[src/sv/adh_pkg.sv]
`timescale 1ns / 1ps
// ----------------------------------------------------------------------------
// adh_pkg
// Types, phase codes and register indexes shared by the drag and heating step.
// ----------------------------------------------------------------------------
package adh_pkg;

    typedef struct packed {
        logic signed [63:0] vel_x;
        logic signed [63:0] vel_y;
        logic signed [63:0] vel_z;
        logic signed [31:0] density;
    } t_in;

    typedef struct packed {
        logic signed [63:0] new_vel_x;
        logic signed [63:0] new_vel_y;
        logic signed [63:0] new_vel_z;
        logic signed [31:0] drag_accel;
        logic signed [31:0] heating_rate;
        logic signed [31:0] heat_total;
        logic               status;
    } t_out;

    typedef struct packed {
        logic signed [31:0] mass;
        logic signed [31:0] drag_area;
        logic signed [31:0] heat_coefficient;
        logic               heat_cap_enable;
        logic signed [31:0] heat_limit;
    } t_cfg;

    localparam logic [2:0] REG_MASS       = 3'd0;
    localparam logic [2:0] REG_DRAG_AREA  = 3'd1;
    localparam logic [2:0] REG_HEAT_COEFF = 3'd2;
    localparam logic [2:0] REG_CAP_EN     = 3'd3;
    localparam logic [2:0] REG_HEAT_LIMIT = 3'd4;

    localparam logic signed [31:0] MASS_RESET  = 32'sd65536;
    localparam logic signed [31:0] LIMIT_RESET = 32'sd65536;

    typedef enum logic [4:0] {
        PH_SQ0, PH_SQ1, PH_SQ2, PH_SQRT, PH_V2, PH_V3, PH_DDA, PH_DIVM,
        PH_DRAG, PH_DHC, PH_HEAT, PH_P0, PH_DV0, PH_P1, PH_DV1, PH_P2, PH_DV2
    } t_phase;

    // Last count value of each phase kind.
    localparam logic [6:0] LAST_MUL  = 7'd4;
    localparam logic [6:0] LAST_SQRT = 7'd32;
    localparam logic [6:0] LAST_DIVM = 7'd65;
    localparam logic [6:0] LAST_DV   = 7'd33;

    typedef struct packed {
        logic       load_in;
        logic       commit;
        t_phase     ph;
        logic [6:0] cnt;
    } t_cmd;

    typedef struct packed {
        logic skip;
        logic speed_zero;
    } t_stat;

    function automatic logic ph_is_mul(t_phase p);
        logic m;
        case (p)
            PH_SQRT, PH_DIVM, PH_DV0, PH_DV1, PH_DV2: m = 1'b0;
            default: m = 1'b1;
        endcase
        return m;
    endfunction

    function automatic logic [6:0] ph_last(t_phase p);
        logic [6:0] l;
        case (p)
            PH_SQRT:                l = LAST_SQRT;
            PH_DIVM:                l = LAST_DIVM;
            PH_DV0, PH_DV1, PH_DV2: l = LAST_DV;
            default:                l = LAST_MUL;
        endcase
        return l;
    endfunction

endpackage

[src/sv/adh_ctrl.sv]
`timescale 1ns / 1ps
// ----------------------------------------------------------------------------
// adh_ctrl
// Sequencer: walks the datapath through its phases and owns both handshakes.
// ----------------------------------------------------------------------------
module adh_ctrl (
    input  logic           i_clk,
    input  logic           i_rst_n,
    input  logic           i_in_valid,
    output logic           o_in_ready,
    output logic           o_out_valid,
    input  logic           i_out_ready,
    input  adh_pkg::t_stat i_stat,
    output adh_pkg::t_cmd  o_cmd
);
    import adh_pkg::*;

    typedef enum logic [1:0] {S_IDLE, S_CHK, S_RUN, S_FIN} t_state;

    t_state     r_state, n_state;
    t_phase     r_ph, n_ph;
    logic [6:0] r_cnt, n_cnt;
    logic       r_ov, n_ov;
    logic       commit;
    logic       load_in;

    assign load_in = (r_state == S_IDLE) && i_in_valid;
    assign commit  = (r_state == S_FIN) && (!r_ov || i_out_ready);

    always_comb begin
        n_state = r_state;
        n_ph    = r_ph;
        n_cnt   = r_cnt;
        n_ov    = commit || (r_ov && !i_out_ready);
        case (r_state)
            S_IDLE: begin
                if (i_in_valid) n_state = S_CHK;
            end
            S_CHK: begin
                n_ph  = PH_SQ0;
                n_cnt = '0;
                n_state = i_stat.skip ? S_FIN : S_RUN;
            end
            S_RUN: begin
                if (r_cnt == ph_last(r_ph)) begin
                    n_cnt = '0;
                    if (((r_ph == PH_SQRT) && i_stat.speed_zero) || (r_ph == PH_DV2)) begin
                        n_state = S_FIN;
                    end else begin
                        n_ph = t_phase'(r_ph + 5'd1);
                    end
                end else begin
                    n_cnt = r_cnt + 7'd1;
                end
            end
            S_FIN: begin
                if (commit) n_state = S_IDLE;
            end
            default: n_state = S_IDLE;
        endcase
    end

    always_ff @(posedge i_clk) begin
        if (!i_rst_n) begin
            r_state <= S_IDLE;
            r_ph    <= PH_SQ0;
            r_cnt   <= '0;
            r_ov    <= 1'b0;
        end else begin
            r_state <= n_state;
            r_ph    <= n_ph;
            r_cnt   <= n_cnt;
            r_ov    <= n_ov;
        end
    end

    assign o_in_ready    = (r_state == S_IDLE);
    assign o_out_valid   = r_ov;
    assign o_cmd.load_in = load_in;
    assign o_cmd.commit  = commit;
    assign o_cmd.ph      = r_ph;
    assign o_cmd.cnt     = r_cnt;

    a_commit_free: assert property (@(posedge i_clk) disable iff (!i_rst_n)
        commit |-> (!r_ov || i_out_ready))
        else $error("result committed over an untaken beat");

    a_accept_to_chk: assert property (@(posedge i_clk) disable iff (!i_rst_n)
        load_in |=> (r_state == S_CHK))
        else $error("accepted beat did not start the check");

    a_cnt_bound: assert property (@(posedge i_clk) disable iff (!i_rst_n)
        (r_state == S_RUN) |-> (r_cnt <= ph_last(r_ph)))
        else $error("phase counter ran past its end");

    a_commit_sets_valid: assert property (@(posedge i_clk) disable iff (!i_rst_n)
        commit |=> r_ov)
        else $error("commit did not raise the output valid");

    a_reset_empty: assert property (@(posedge i_clk)
        !i_rst_n |=> (!r_ov && (r_state == S_IDLE)))
        else $error("reset left the block busy");
endmodule
[config.mk]
export PLATFORM = sky130hd
export DESIGN_NAME = adh_ctrl
export DESIGN_NICKNAME = d
export VERILOG_FILES = /design/src/sv/adh_pkg.sv /design/src/sv/adh_ctrl.sv
export SDC_FILE = /design/constraint.sdc
export NUM_CORES = 1
export LEC_CHECK = 0
export BUFFER_PORTS_ARGS = -buffer_cell sky130_fd_sc_hd__buf_2
export CORE_ASPECT_RATIO = 0.8
export CORE_MARGIN = 5
export CORE_UTILIZATION = 59
export CTS_CLUSTER_DIAMETER = 40
export DETAILED_ROUTE_END_ITERATION = 10
export GPL_ROUTABILITY_DRIVEN = 0
export PLACE_DENSITY = 0.84
export REMOVE_ABC_BUFFERS = 1
export SKIP_CTS_REPAIR_TIMING = 1
export SLEW_MARGIN = 20
export SYNTH_ARGS = -nofsm -noshare
export SYNTH_HDL_FRONTEND = slang
export SYNTH_SLANG_ARGS = --single-unit
[constraint.sdc]
create_clock -name i_clk -period 3.7 [get_ports i_clk]
set_input_delay 0.555 -clock i_clk [delete_from_list [all_inputs] [get_ports i_clk]]
set_output_delay 0.555 -clock i_clk [all_outputs]
set_load 0.02 [all_outputs]
==> metrics.txt, run 1 <==
share of the synthesized area in the top cell type=25.0%; setup TNS=0 ps; synthesized flop and latch total=15; clock sinks=15; die footprint=3040 µm²; Syn Area/Cell=8.58 µm²; Worst Path Required=3900 ps; die width=60.4 µm; antenna-violating nets left=0; Final #Nets=175; Die H=50.4 µm; CTS tree=done; post-layout util=70.0%; Setup CP Type=register to register; synth-to-layout area growth=11.2%; endpoint class of the critical path=register; distinct cell type count after synthesis=51; CP arrival=2760 ps; Async SR Flop Fraction=0%; largest net degree at the start of global routing=20; Critical Path Fanout Max=4; CP top delay family=compound AO/OA/AOI/OAI gates; Buffers on Ports=21; RSZ-0062 raised after global routing=false; commonest non-fill, non-tap cell in the layout=buf_2; Pwr Density=493 nW/µm²; Leak=0.534 nW; minimum clock period=2560 ps; clk root buf=clkbuf_4; crit-path max cell delay=420 ps; final period utilization=69.2%; Num CTS Buffers=3; skew final=3.95 ps; Post-Synthesis Cells=140; via count=1138; routed vias/inst=6.18; most frequent cells in the layout=buf_2, dfxtp_1, nand2_1; Avg WL per Cell=14.9 µm; Synth area leaders=dfxtp_1, ha_1, nand3_1; Pre-antenna DRT Iters=4; final hold viol count=0; CP startpoint kind=register; routed wire length=2740 µm; clk_lat worst skew=280 ps; Max Fclk=0.391 GHz; vias in the first global route=1040; Max clock buf depth=2; Peak VDD IR=0.000449 V; yosys warns=0; n_diodes=0; register area share after synthesis=25.0%; Synth Flop Type=dfxtp_1; first-pass GRT wire length=4690 µm; area leader, netlist=dfxtp_1; Fillers=167; layout cells sized above 1=23.1%; global route overflow=0; number of synthesized flops with an enable pin=0; maxcap violations=0; drt drc=0; Reg clk slew, reported paths=90 ps; hpwl dp=2080 µm; H-tree depth=1; DRT iter0 DRCs=25; Starting Density=62.9%; CP bufs+invs=1; setup violators final=0; io pins=22; max_slew headroom=58.4%; Min-Delay Path Class=register to register; std cell rows=14; Final Max Slew Viols=0; CP Cell Sequence=inv_1 > ha_1 > or2_2 > a211oi_1 > o2111ai_1 > a311oi_4 > o21ai_1 > a221oi_2; outcome=complete, no violations; initial antenna violation count=0; GRT Total Usage=19.5%; core box area=1910 µm²; Mapped Area=1200 µm²; Slew @ Worst Pin=620 ps; Slowest cell on crit path=a211oi_1
-- path summary, 6_finish.rpt --
kind | end | startpoint | cells past startpoint | slack (ps)
setup / recovery | r_state[0] | r_ph[0] | 8 | 1140
hold / removal | r_ph[0] | r_ph[0] | 2 | 500
setup reg to reg | r_state[0] | r_ph[0] | 8 | 1140
hold reg to reg | r_ph[0] | r_ph[0] | 2 | 500
-- power by group --
part,switching (mW),internal [mW],total [mW]
Sequential,0.0163,0.177,0.193
Clock,0.0522,0.0418,0.0941
Combinational,0.237,0.135,0.372
Total,0.306,0.353,0.659
-- worst register-to-register path, delay by kind of cell (launching register included) --
family	cells	cell delay (ps)
AO/OA/AOI/OAI	5	1440
adder cells (fa/ha/maj)	1	250
buffers and inverters	1	100
flip-flops	1	380
AND/OR/NAND/NOR	1	320
-- area by class of cell --
cell class                      count  area (µm²)  area share (%)
Multi-Input combinational cell    109         833            62.4
Sequential cell                    15         300            22.5
Timing Repair Buffer               21         105            7.87
Inverter                           11        41.3            3.09
Tap cell                           24        30.0            2.25
Clock buffer                        4        26.3            1.97
-- layer usage --
| layer | global-route usage, % | up-vias | wire length, µm |
|---|---|---|---|
| met1 | 27.0 | 539 | 1330 |
| met5 | 0 | - | 0 |
| met4 | 3.97 | 0 | 12 |
| met2 | 30.2 | 42 | 1230 |
| li1 | - | 555 | - |
| met3 | 5.38 | 2 | 168 |
-- kinds of logic after synthesis --
group,count (synthesis),share of synthesized area [%]
simple gates,61,29.7
buf+inv,16,5.62
xor+xnor,1,0.729
fa+ha+maj,8,8.33
flops,15,25.0
compound gates,36,28.1
mux,3,2.50
-- through the flow --
step	cell area [µm²]	setup WS [ps]	std cells	hold WS (ps)	power, mW
2_1_floorplan	1170	1280	135	481	0.483
3_3_place_gp	1310	1300	180	485	0.555
3_5_place_dp	1310	1200	180	492	0.566
4_1_cts	1340	1170	184	511	0.662
5_1_grt	1340	975	184	562	0.711
6_report	1340	1140	184	503	0.659
-- cells in the mapped netlist, drive strengths merged (2+ instances only) --
library cell / count
a211oi: 4
a21o: 4
a21oi: 6
and2: 3
and4bb: 2
buf: 2
clkbuf: 3
dfxtp: 15
ha: 8
inv: 10
mux2i: 3
nand2: 14
nand2b: 3
nand3: 12
nor2: 7
nor2b: 4
nor3: 3
nor4b: 2
o21a: 4
o21ai: 4
o311ai: 2
-- registers in the layout, indices dropped and copies added (netlist names) --
name         flops
r_cnt            7
r_ph             5
r_state          2
o_out_valid      1
Power figures use the tool's default switching activity.
==> inputs of run 2 (changes only) <==
ABC_AREA = 1   (was unset)
CORE_UTILIZATION = 53   (was 59)
PLACE_DENSITY = 0.77   (was 0.84)
clock period = 2.4 ns   (was 3.7 ns; I/O delays follow)
==> run 2 against run 1 <==
Net effect:
- setup slack worse by 760 ps
- synthesized area is 9.9% lower
- maximum frequency is 27% higher
- synthesized cell count is 8.6% higher
- hold slack worse by 150 ps
- critical path type unchanged
- largest power group unchanged
- sequential power is 51% higher
==> metrics.txt, run 2 <==
global route overflow=0; Setup CP Type=register to register; CP startpoint kind=register; Leak=0.575 nW; mux contribution to synthesized area=0%; Reg with most FFs=r_cnt; final period utilization=84.0%; Synth area leaders=dfxtp_1, nand2_1, ha_1; Critical Path Fanout Max=7; Peak VDD IR=0.000680 V; WL met1=1160 µm; commonest non-fill, non-tap cell in the layout=nand2_1; max reg flops=7; core box area=1910 µm²; H-tree depth=1; area leader, netlist=dfxtp_1; initial antenna violation count=0; Avg WL per Cell=12.1 µm; # placed instances=194; met2 routed WL=1110 µm; Mapped Area=1080 µm²; Post-Synthesis Cells=152; max_slew headroom=78.0%; Max Fclk=0.496 GHz; Syn Area/Cell=7.12 µm²; Final Max Slew Viols=0; DR top layer=met4; clk root buf=clkbuf_4; die footprint=3050 µm²; GRT Total Usage=17.7%; synthesized flop and latch total=15; first-pass GRT wire length=4240 µm; compound-gate portion of the synthesized area=8.79%; final non-filler cell total=198; CP arrival=2210 ps; Min-Delay Path Class=input port to register; share of the synthesized area in the top cell type=27.7%; Pwr Density=685 nW/µm²; Final #Nets=189; std cell rows=14; largest family of logic cells by synthesized area=simple AND/OR/NAND/NOR gates; maxcap violations=0; Final Hold Slack=348 ps; Pre-antenna DRT Iters=4; number of synthesized flops with an enable pin=0; placed inst area=1190 µm²; routed wire length=2400 µm; final cell area excluding filler cells=1220 µm²; Synth Area in Simple Gates=37.3%; hpwl dp=1930 µm; minimum clock period=2020 ps; via count=1036; synth cell count leaders=nand2_1, inv_1, dfxtp_1, nand3_1; Synth Flop Type=dfxtp_1; Max clock buf depth=2; distinct cell type count after synthesis=24; n_diodes=0; vias in the first global route=1009; die width=60.5 µm; setup TNS=0 ps; Fillers=177; Die H=50.4 µm; CTS tree=done; FF/Latch Area=300 µm²; antenna-violating nets left=0; met3 WL=90 µm; most frequent cells in the layout=nand2_1, buf_2, inv_1; top-count cell post-synth=nand2_1; Reg clk slew, reported paths=100 ps; adder-cell share of the synthesized area=9.25%; largest net degree at the start of global routing=10; Async SR Flop Fraction=0%; io pins=22; xor and xnor fraction of the mapped netlist area=6.47%; Slew @ Worst Pin=330 ps; Buffers on Ports=21; routed vias/inst=5.23; layout cells sized above 1=27.0%; register area share after synthesis=27.7%; area of the multi-input gates=669 µm²; skew final=3.30 ps; Worst Path Required=2590 ps; final hold viol count=0; RSZ-0062 raised after global routing=false; endpoint class of the critical path=register; setup violators final=0; outcome=complete, no violations; Starting Density=56.7%; drt drc=0; yosys warns=0; Num CTS Buffers=3; clock sinks=15; DRT iter0 DRCs=33; clk_lat worst skew=290 ps; synth-to-layout area growth=12.6%; Top Registers=r_cnt (7), r_ph (5), r_state (2)
[run 2: worst paths after layout]
path | endpoint | depth (start not counted) | from | slack (ps)
worst max-delay path | r_cnt[4] | 14 | r_ph[0] | 380
worst min-delay path | r_cnt[0] | 3 | i_rst_n | 350
worst max register to register | r_cnt[4] | 14 | r_ph[0] | 380
worst min register to register | r_state[1] | 2 | r_state[1] | 510
[run 2: layer usage]
metal / global-route usage [%] / vias up
li1: - / 535
met1: 24.1 / 469
met2: 27.5 / 24
met3: 2.05 / 8
met4: 8.66 / 0
met5: 0 / -
[run 2: cell families after synthesis]
| kind of cell | after synthesis |
|---|---|
| AOI/OAI and AO/OA | 15 |
| and+or+nand+nor | 80 |
| buffers and inverters | 26 |
| DFF | 15 |
| adders and majority gates | 8 |
| xor gates and xnor gates | 8 |
[run 2: metrics by stage]
stage / total power [mW] / utilization (%) / setup WS, ps
floorplan: 0.596 / - / 479
global placement: 0.676 / 62.4 / 455
detailed placement: 0.686 / 62.4 / 398
CTS: 0.839 / 63.8 / 373
global route: 0.910 / 63.8 / 150
finish: 0.835 / 63.8 / 384
[run 2: critical path, cell delays in order, from the launching register on]
cell and delay (ps):
dfxtp_1 400, inv_1 100, ha_1 220, nor2_1 150, inv_1 70, nand2_2 110, nand3_1 80, nand2_1 60
nand2_1 50, nor2_2 110, nand3_2 110, nand2_4 110, inv_2 60, o21ai_4 230, nor2_2 50
[run 2: area by class of cell]
class	instances	share of cell area, %
Clock buffer	3	1.85
Clock inverter	1	0.411
Inverter	23	7.08
Multi-Input combinational cell	111	54.9
Sequential cell	15	24.6
Tap cell	24	2.46
Timing Repair Buffer	21	8.62
[run 2: power breakdown]
part	switching (mW)	internal, mW	leakage [nW]
clock network	0.0905	0.0621	0.0177
logic	0.265	0.126	0.436
registers	0.0230	0.269	0.121
total	0.378	0.456	0.575
